--- src/rtl/s256_pkg.sv ---
// Shared types, constants and round functions for the SHA-256 stream hasher.
// Used by s256_msg, s256_core and sha256_stream_hash_unit; depends on nothing.

package s256_pkg;

  typedef logic [31:0] word_t;

  localparam int ROUNDS     = 64;
  localparam int HASH_WORDS = 8;
  localparam int SCHED_LEN  = 16;

  // Block fill positions (bytes)
  localparam logic [5:0] FILL_END = 6'd63;  // last byte of a block
  localparam logic [5:0] LEN_POS  = 6'd56;  // first byte of the length field

  localparam logic [7:0] PAD_MARK = 8'h80;

  // Output word packing: digest word, then its index, zero filled to 40 bits
  localparam int OUT_DATA_W = 40;
  localparam int OUT_PAD_W  = OUT_DATA_W - 32 - 3;

  localparam word_t ROUND_K [ROUNDS] = '{
    32'h428a2f98, 32'h71374491, 32'hb5c0fbcf, 32'he9b5dba5,
    32'h3956c25b, 32'h59f111f1, 32'h923f82a4, 32'hab1c5ed5,
    32'hd807aa98, 32'h12835b01, 32'h243185be, 32'h550c7dc3,
    32'h72be5d74, 32'h80deb1fe, 32'h9bdc06a7, 32'hc19bf174,
    32'he49b69c1, 32'hefbe4786, 32'h0fc19dc6, 32'h240ca1cc,
    32'h2de92c6f, 32'h4a7484aa, 32'h5cb0a9dc, 32'h76f988da,
    32'h983e5152, 32'ha831c66d, 32'hb00327c8, 32'hbf597fc7,
    32'hc6e00bf3, 32'hd5a79147, 32'h06ca6351, 32'h14292967,
    32'h27b70a85, 32'h2e1b2138, 32'h4d2c6dfc, 32'h53380d13,
    32'h650a7354, 32'h766a0abb, 32'h81c2c92e, 32'h92722c85,
    32'ha2bfe8a1, 32'ha81a664b, 32'hc24b8b70, 32'hc76c51a3,
    32'hd192e819, 32'hd6990624, 32'hf40e3585, 32'h106aa070,
    32'h19a4c116, 32'h1e376c08, 32'h2748774c, 32'h34b0bcb5,
    32'h391c0cb3, 32'h4ed8aa4a, 32'h5b9cca4f, 32'h682e6ff3,
    32'h748f82ee, 32'h78a5636f, 32'h84c87814, 32'h8cc70208,
    32'h90befffa, 32'ha4506ceb, 32'hbef9a3f7, 32'hc67178f2
  };

  localparam word_t START_HASH [HASH_WORDS] = '{
    32'h6a09e667, 32'hbb67ae85, 32'h3c6ef372, 32'ha54ff53a,
    32'h510e527f, 32'h9b05688c, 32'h1f83d9ab, 32'h5be0cd19
  };

  // Top level -> compression core
  typedef struct packed {
    logic start;  // load working vars from chain, run 64 rounds
    logic init;   // return chain to the initial hash values
  } core_cmd_t;

  // Compression core -> top level
  typedef struct packed {
    logic step;   // a round runs this cycle; advance the schedule
    logic done;   // chain is updated at this edge
  } core_stat_t;

  // Top level -> message window
  typedef struct packed {
    logic       load;  // shift one message byte in
    logic       step;  // advance the schedule by one word
    logic [7:0] data;
  } msg_cmd_t;

  function automatic word_t rotr(input word_t v, input int n);
    rotr = (v >> n) | (v << (32 - n));
  endfunction

  function automatic word_t big_sigma0(input word_t a);
    big_sigma0 = rotr(a, 2) ^ rotr(a, 13) ^ rotr(a, 22);
  endfunction

  function automatic word_t big_sigma1(input word_t e);
    big_sigma1 = rotr(e, 6) ^ rotr(e, 11) ^ rotr(e, 25);
  endfunction

  function automatic word_t small_sigma0(input word_t w);
    small_sigma0 = rotr(w, 7) ^ rotr(w, 18) ^ (w >> 3);
  endfunction

  function automatic word_t small_sigma1(input word_t w);
    small_sigma1 = rotr(w, 17) ^ rotr(w, 19) ^ (w >> 10);
  endfunction

  function automatic word_t choose(input word_t e, input word_t f, input word_t g);
    choose = (e & f) ^ (~e & g);
  endfunction

  function automatic word_t majority(input word_t a, input word_t b, input word_t c);
    majority = (a & b) ^ (a & c) ^ (b & c);
  endfunction

endpackage

--- src/rtl/sha256_stream_hash_unit.sv ---
// SHA-256 over a byte stream: byte intake, padding sequencer and digest output.
// Byte words are taken one per cycle while idle; a block's 64th byte starts a
// compression that holds off intake. A last word then adds the padding bytes (at
// most 64, or 72 with an extra block), the compressions and the 8 digest words.
// Synchronous active-high reset: initial hash values, empty block, zero length.

module sha256_stream_hash_unit (
  input  logic                            clk,
  input  logic                            rst,
  input  logic                            s_axis_tvalid,
  output logic                            s_axis_tready,
  input  logic [7:0]                      s_axis_tdata,  // [7:0] data_byte
  input  logic                            s_axis_tuser,  // [0] byte_valid
  input  logic                            s_axis_tlast,
  output logic                            m_axis_tvalid,
  input  logic                            m_axis_tready,
  output logic [s256_pkg::OUT_DATA_W-1:0] m_axis_tdata,  // [31:0] digest_word,
                                                         // [34:32] word_index
  output logic                            m_axis_tlast
);

  typedef enum logic [2:0] {
    IDLE,
    HASH,
    PAD_ONE,
    PAD_ZERO,
    PAD_LEN,
    OUT
  } state_t;

  state_t               state;
  state_t               resume;
  state_t               follow;
  logic [5:0]           fill;
  logic [63:0]          msg_bits;
  logic [3:0]           cnt;
  logic [31:0]          out_word;
  logic [2:0]           out_idx;
  logic                 out_last;
  logic                 in_ok;
  logic                 shift_en;
  logic [7:0]           shift_byte;
  logic                 hash_go;
  logic                 take;
  s256_pkg::core_cmd_t  core_cmd;
  s256_pkg::core_stat_t core_stat;
  s256_pkg::msg_cmd_t   msg_cmd;
  s256_pkg::word_t      w_cur;
  s256_pkg::word_t      chain_word;

  assign s_axis_tready = (state == IDLE);
  assign in_ok         = s_axis_tvalid && (state == IDLE);
  assign take          = !m_axis_tvalid || m_axis_tready;
  assign m_axis_tdata  = {{s256_pkg::OUT_PAD_W{1'b0}}, out_idx, out_word};
  assign m_axis_tlast  = out_last;

  // Byte source for the window and the state that follows the byte
  always_comb begin
    shift_en   = 1'b0;
    shift_byte = 8'h00;
    follow     = state;
    unique case (state)
      IDLE: begin
        shift_en   = in_ok && s_axis_tuser;
        shift_byte = s_axis_tdata;
        follow     = (in_ok && s_axis_tlast) ? PAD_ONE : IDLE;
      end
      PAD_ONE: begin
        shift_en   = 1'b1;
        shift_byte = s256_pkg::PAD_MARK;
        follow     = PAD_ZERO;
      end
      PAD_ZERO: begin
        shift_en = (fill != s256_pkg::LEN_POS);
        follow   = (fill == s256_pkg::LEN_POS) ? PAD_LEN : PAD_ZERO;
      end
      PAD_LEN: begin
        // length bytes go out most significant first
        shift_en   = 1'b1;
        shift_byte = msg_bits[{~fill[2:0], 3'b000} +: 8];
        follow     = (fill == s256_pkg::FILL_END) ? OUT : PAD_LEN;
      end
      HASH, OUT: begin
        follow = state;
      end
      default: begin
        follow = IDLE;
      end
    endcase
  end

  assign hash_go = shift_en && (fill == s256_pkg::FILL_END);

  assign msg_cmd.load = shift_en;
  assign msg_cmd.step = core_stat.step;
  assign msg_cmd.data = shift_byte;

  assign core_cmd.start = hash_go;
  assign core_cmd.init  = (state == OUT) && take && cnt[3];

  // Sequencer, length counter and output register
  always_ff @(posedge clk) begin
    if (rst) begin
      state         <= IDLE;
      resume        <= IDLE;
      fill          <= '0;
      msg_bits      <= '0;
      cnt           <= '0;
      m_axis_tvalid <= 1'b0;
    end else begin
      if (shift_en) begin
        fill <= fill + 6'd1;
      end
      unique case (state)
        IDLE, PAD_ONE, PAD_ZERO, PAD_LEN: begin
          if (in_ok && s_axis_tuser) begin
            msg_bits <= msg_bits + 64'd8;
          end
          if (hash_go) begin
            state  <= HASH;
            resume <= follow;
          end else begin
            state <= follow;
          end
        end
        HASH: begin
          cnt <= '0;
          if (core_stat.done) begin
            state <= resume;
          end
        end
        OUT: begin
          if (take) begin
            if (cnt[3]) begin
              m_axis_tvalid <= 1'b0;
              msg_bits      <= '0;
              state         <= IDLE;
            end else begin
              m_axis_tvalid <= 1'b1;
              out_word      <= chain_word;
              out_idx       <= cnt[2:0];
              out_last      <= (cnt[2:0] == 3'd7);
              cnt           <= cnt + 4'd1;
            end
          end
        end
        default: begin
          state <= IDLE;
        end
      endcase
    end
  end

  s256_msg u_msg (
    .clk   (clk),
    .cmd   (msg_cmd),
    .w_cur (w_cur)
  );

  s256_core u_core (
    .clk        (clk),
    .rst        (rst),
    .cmd        (core_cmd),
    .w_in       (w_cur),
    .chain_sel  (cnt[2:0]),
    .chain_word (chain_word),
    .stat       (core_stat)
  );

endmodule

--- src/rtl/s256_msg.sv ---
// Block buffer and message schedule: one 16-word window that takes message
// bytes in order and then slides to produce W[t]. Depends on s256_pkg.

module s256_msg (
  input  logic              clk,
  input  s256_pkg::msg_cmd_t cmd,
  output s256_pkg::word_t   w_cur
);

  s256_pkg::word_t win [s256_pkg::SCHED_LEN];
  s256_pkg::word_t w_new;

  // W[t+16] from the window holding W[t..t+15]
  assign w_new = win[0] + s256_pkg::small_sigma0(win[1]) + win[9]
               + s256_pkg::small_sigma1(win[14]);

  assign w_cur = win[0];

  // Byte fill shifts the whole window left by a byte; a step shifts a word
  always_ff @(posedge clk) begin
    if (cmd.load) begin
      for (int i = 0; i < s256_pkg::SCHED_LEN - 1; i++) begin
        win[i] <= {win[i][23:0], win[i+1][31:24]};
      end
      win[s256_pkg::SCHED_LEN-1] <= {win[s256_pkg::SCHED_LEN-1][23:0], cmd.data};
    end else if (cmd.step) begin
      for (int i = 0; i < s256_pkg::SCHED_LEN - 1; i++) begin
        win[i] <= win[i+1];
      end
      win[s256_pkg::SCHED_LEN-1] <= w_new;
    end
  end

endmodule

--- src/rtl/s256_core.sv ---
// Compression core: one shared round unit run 64 times per block over the
// working variables, then added into the chaining words. Depends on s256_pkg.

module s256_core (
  input  logic                clk,
  input  logic                rst,
  input  s256_pkg::core_cmd_t cmd,
  input  s256_pkg::word_t     w_in,
  input  logic [2:0]          chain_sel,
  output s256_pkg::word_t     chain_word,
  output s256_pkg::core_stat_t stat
);

  s256_pkg::word_t chain [s256_pkg::HASH_WORDS];
  s256_pkg::word_t v     [s256_pkg::HASH_WORDS];
  logic [5:0]      rnd;
  logic            busy;
  logic            fin;
  s256_pkg::word_t t1;
  s256_pkg::word_t t2;

  // Round arithmetic
  assign t1 = v[7] + s256_pkg::big_sigma1(v[4]) + s256_pkg::choose(v[4], v[5], v[6])
            + s256_pkg::ROUND_K[rnd] + w_in;
  assign t2 = s256_pkg::big_sigma0(v[0]) + s256_pkg::majority(v[0], v[1], v[2]);

  assign stat.step  = busy;
  assign stat.done  = fin;
  assign chain_word = chain[chain_sel];

  // Round sequencer and chaining words
  always_ff @(posedge clk) begin
    if (rst) begin
      busy <= 1'b0;
      fin  <= 1'b0;
      rnd  <= '0;
      for (int i = 0; i < s256_pkg::HASH_WORDS; i++) begin
        chain[i] <= s256_pkg::START_HASH[i];
      end
    end else begin
      fin <= 1'b0;
      if (cmd.start) begin
        busy <= 1'b1;
        rnd  <= '0;
      end else if (busy) begin
        rnd <= rnd + 6'd1;
        if (rnd == 6'(s256_pkg::ROUNDS - 1)) begin
          busy <= 1'b0;
          fin  <= 1'b1;
        end
      end
      if (fin) begin
        for (int i = 0; i < s256_pkg::HASH_WORDS; i++) begin
          chain[i] <= chain[i] + v[i];
        end
      end
      if (cmd.init) begin
        for (int i = 0; i < s256_pkg::HASH_WORDS; i++) begin
          chain[i] <= s256_pkg::START_HASH[i];
        end
      end
    end
  end

  // Working variables a..h
  always_ff @(posedge clk) begin
    if (cmd.start) begin
      for (int i = 0; i < s256_pkg::HASH_WORDS; i++) begin
        v[i] <= chain[i];
      end
    end else if (busy) begin
      v[7] <= v[6];
      v[6] <= v[5];
      v[5] <= v[4];
      v[4] <= v[3] + t1;
      v[3] <= v[2];
      v[2] <= v[1];
      v[1] <= v[0];
      v[0] <= t1 + t2;
    end
  end

endmodule

--- config.mk ---
export PLATFORM = sky130hd
export DESIGN_NAME = sha256_stream_hash_unit
export DESIGN_NICKNAME = d
export VERILOG_FILES = /design/src/rtl/s256_pkg.sv /design/src/rtl/sha256_stream_hash_unit.sv /design/src/rtl/s256_msg.sv /design/src/rtl/s256_core.sv
export SDC_FILE = /design/constraint.sdc
export NUM_CORES = 2
export LEC_CHECK = 0
export BUFFER_PORTS_ARGS = -buffer_cell sky130_fd_sc_hd__buf_2
export CORE_MARGIN = 3
export CORE_UTILIZATION = 35
export DETAILED_ROUTE_END_ITERATION = 10
export GPL_TIMING_DRIVEN = 0
export SETUP_SLACK_MARGIN = 0.1
export SKIP_CTS_REPAIR_TIMING = 1
export SLEW_MARGIN = 20
export SYNTH_ARGS = -nofsm -noshare
export SYNTH_HDL_FRONTEND = slang
export SYNTH_SLANG_ARGS = --single-unit
--- constraint.sdc ---
create_clock -name clk -period 18.9 [get_ports clk]
set_clock_uncertainty 0.2 [all_clocks]
set_input_delay 0.945 -clock clk [delete_from_list [all_inputs] [get_ports clk]]
set_output_delay 0.945 -clock clk [all_outputs]
set_load 0.03 [all_outputs]
==> results by group <==
Outcome
  – Status: finished clean

Pwr
  – Max VDD drop: 0.000174 V
  – Lkg Pwr: a little over 30 nW
  – Pwr dens: 128 nW/µm²

Worst setup path
  – Critical path's slowest cell: o32ai_1
  – CP max stage delay: around 0.8 ns
  – Critical path arrival: 13.18 ns
  – Most common cell on crit path: fa_1
  – Crit path kind: register to register
  – Max Fanout on Critical Path: 13
  – Required time of the critical path: 19.22 ns
  – Startpoint Class: register
  – CP endpoint kind: register

STA
  – Fin worst setup slack: around 6 ns
  – Peak Freq: 77.8 MHz
  – Min Clock Period, post-route: about 13 ns
  – Fin crit share: 68.0%
  – Endpoints failing hold: 0
  – Least-Margin Pin Slew: between 1 and 1.5 ns
  – RSZ-0062 raised after global routing: no
  – Final setup fails: 0
  – Final Max Tran Viols: 0
  – Max_slew headroom: between 10% and 20%

GRT
  – GRT Util Overall: between 20% and 30%
  – Initial antenna violation count: 10
  – Vias in the first global route: roughly 56k
  – Largest net degree at the start of global routing: 60
  – GRT overflow: 0
  – First-pass GRT wire length: around 380000 µm

Yosys
  – Netlist cell types: a little over 90
  – Post-synthesis compound-gate area fraction: approximately an eighth
  – Synth async-reset ratio: 0%
  – Mapped cell area: 75200 µm²
  – Mux cell area share after synthesis: approximately an eighth
  – Simple-Gate Fraction of Synth Area: a little over a tenth
  – Top cell type's share of synthesized area: 37.2%
  – Area share of fa/ha/maj cells after synthesis: between 10% and 20%
  – Primary FF master, synth: edfxtp_1
  – Sequential-to-total area share from yosys stat: 42.9%
  – Syn Inst Count: 7031
  – Yosys warns: 0
  – Synth Register Bits: 1146
  – Synth Area in XOR/XNOR: ~7.1%
  – Avg Cell Area, Syn: ~11 µm²
  – Area leader, netlist: edfxtp_1
  – Number of synthesized flops with an enable pin: approximately 930
  – Largest family of logic cells by synthesized area: adder cells
  – Top cells by area, synth: edfxtp_1 (37%), mux2_2 (8.3%), ha_1 (6.6%), dfxtp_1 (5.7%), fa_1 (5.2%)

Floorplan
  – Die ar.: between 200000 and 250000 µm²
  – Die width: approximately 470 µm
  – I/O Pins: 57
  – Core area: between 200000 and 250000 µm²
  – # rows: 169
  – Starting density of the core: 35.3%
  – Die Ht: about 470 µm

Routing
  – Starting DRC count in detailed routing: 6775
  – Drt drc: 0
  – Via count: roughly 58k
  – Detail Route Antenna Nets: 0
  – Drt total wl: between 200000 and 300000 µm
  – Pre-Repair DR Iteration Count: 6
  – Avg Vias per Cell: between 5 and 6
  – Routed WL per cell: 26.3 µm

Flow run
  – MaxCap Viol Count: 0

Clock tree
  – CTS tree: done
  – Worst-Skew Late Latency: 0.82 ns
  – Inserted Clock Buffers: about 140
  – CTS clock-pin slew for the worst setup and hold paths: approximately 0.060 ns
  – Clk sinks: ~1.1k
  – H-tree depth reported by CTS: 4
  – Root Buffer: clkbuf_16
  – Clk buf depth: 3

Placed design
  – Buffers on Ports: 50
  – Pre-CTS WS: 6.39 ns
  – Hpwl dp: between 200000 and 250000 µm
  – Gpl congestion: around 1

Final layout
  – Fillers: 20.6k
  – Highest-count cells in the layout ignoring fill and taps: edfxtp_1 (932), nand2_1 (930), mux2_2 (555)
  – Synthesis-to-layout area growth: 11.9%
  – Most common cell after layout, fill and taps aside: edfxtp_1
  – Final #Nets: 7855
  – Fin util: 39.5%
  – Share of cells above drive strength 1: a little over an eighth
  – Register area: about 32000 µm²
  – Multi-input gate area: around 40000 µm²

Min path
  – HP Class: input port to register
-- Yosys cell counts (51+ instances only) --
master      n
edfxtp_1  932
nand2_1   930
mux2_2    555
nor2_1    412
a21oi_1   411
ha_1      398
xnor2_1   390
o21ai_0   358
clkbuf_1  300
inv_1     300
xor2_1    216
dfxtp_1   214
fa_1      195
a21o_1    184
nand3_1   101
mux2i_1    86
nor3_1     86
mux4_2     81
nand2b_1   73
o21a_1     59
a211oi_1   57
a31oi_1    51
nor2b_1    51
-- worst max-delay path, delay by kind of cell (launching register included) --
family	cells	cell delay (ns)
fa+ha+maj	8	3.60
compound gates	14	3.20
buf+inv	6	2.46
simple gates	8	1.49
xor+xnor	2	0.58
flops	1	0.54
mux	1	0.48
-- cell families after synthesis --
group | Yosys count
buf+inv | 653
xor+xnor | 607
fa+ha+maj | 617
mux | 722
other cells | 1
simple gates | 1869
compound gates | 1416
flops | 1146
-- routing by layer --
layer	vias to the layer above	GRT usage [%]	part of all wire, %
met5	-	0	0
met4	0	9.29	4.3
met3	497	4.13	8.9
met2	2693	35.6	44
met1	29000	33.3	43
li1	25800	-	-
-- power by group --
part           internal (mW)  switching, mW
logic                   1.81           2.86
clock network           1.50           1.17
registers               3.19          0.244
-- cell type report --
cell class	instances	area share [%]
Tap cell	2821	4.20
Buffer	348	1.62
Multi-Input combinational cell	5236	48.1
Clock buffer	190	4.45
Sequential cell	1146	38.4
Inverter	305	1.36
Timing Repair Buffer	74	0.988
Antenna cell	2	0.00595
Clock inverter	62	0.903
-- per-stage QoR --
| step | hold slack [ns] | power [mW] | setup TNS [ns] | instances | cell area (µm²) |
|---|---|---|---|---|---|
| floorplan | 0.235 | 6.69 | 0 | 7035 | 75200 |
| global route | 0.218 | 11.4 | 0 | 10200 | 84100 |
| finish | 0.241 | 10.8 | 0 | 10200 | 84100 |
| global placement | 0.268 | 8.15 | -1282.33 | 9906 | 78900 |
| CTS | 0.176 | 10.7 | 0 | 10200 | 84100 |
| detailed placement | 0.282 | 8.03 | 0 | 9930 | 79600 |
-- flip-flops by register name (all words and copies together), names as in the netlist, 3 cells and up --
signal        cells
cnt               4
fill              6
msg_bits         61
out_idx           3
out_word         32
resume            3
state             3
u_core.chain    256
u_core.rnd        6
u_core.v        256
u_msg.win       512
-- worst paths after layout --
| path | startpoint | end | slack, ns | cells after the start |
|---|---|---|---|---|
| worst min register to register | resume[2]$_SDFFE_PP0P_ | resume[2]$_SDFFE_PP0P_ | 0.30 | 2 |
| worst max register to register | u_core.rnd[1]$_SDFFE_PP0P_ | u_core.v[0][30]$_DFFE_PP_ | 6.04 | 39 |
| worst max-delay path | u_core.rnd[1]$_SDFFE_PP0P_ | u_core.v[0][30]$_DFFE_PP_ | 6.04 | 39 |
| worst min-delay path | s_axis_tvalid | msg_bits[4]$_SDFFE_PP0P_ | 0.24 | 3 |
(Power assumes the default switching activity.)
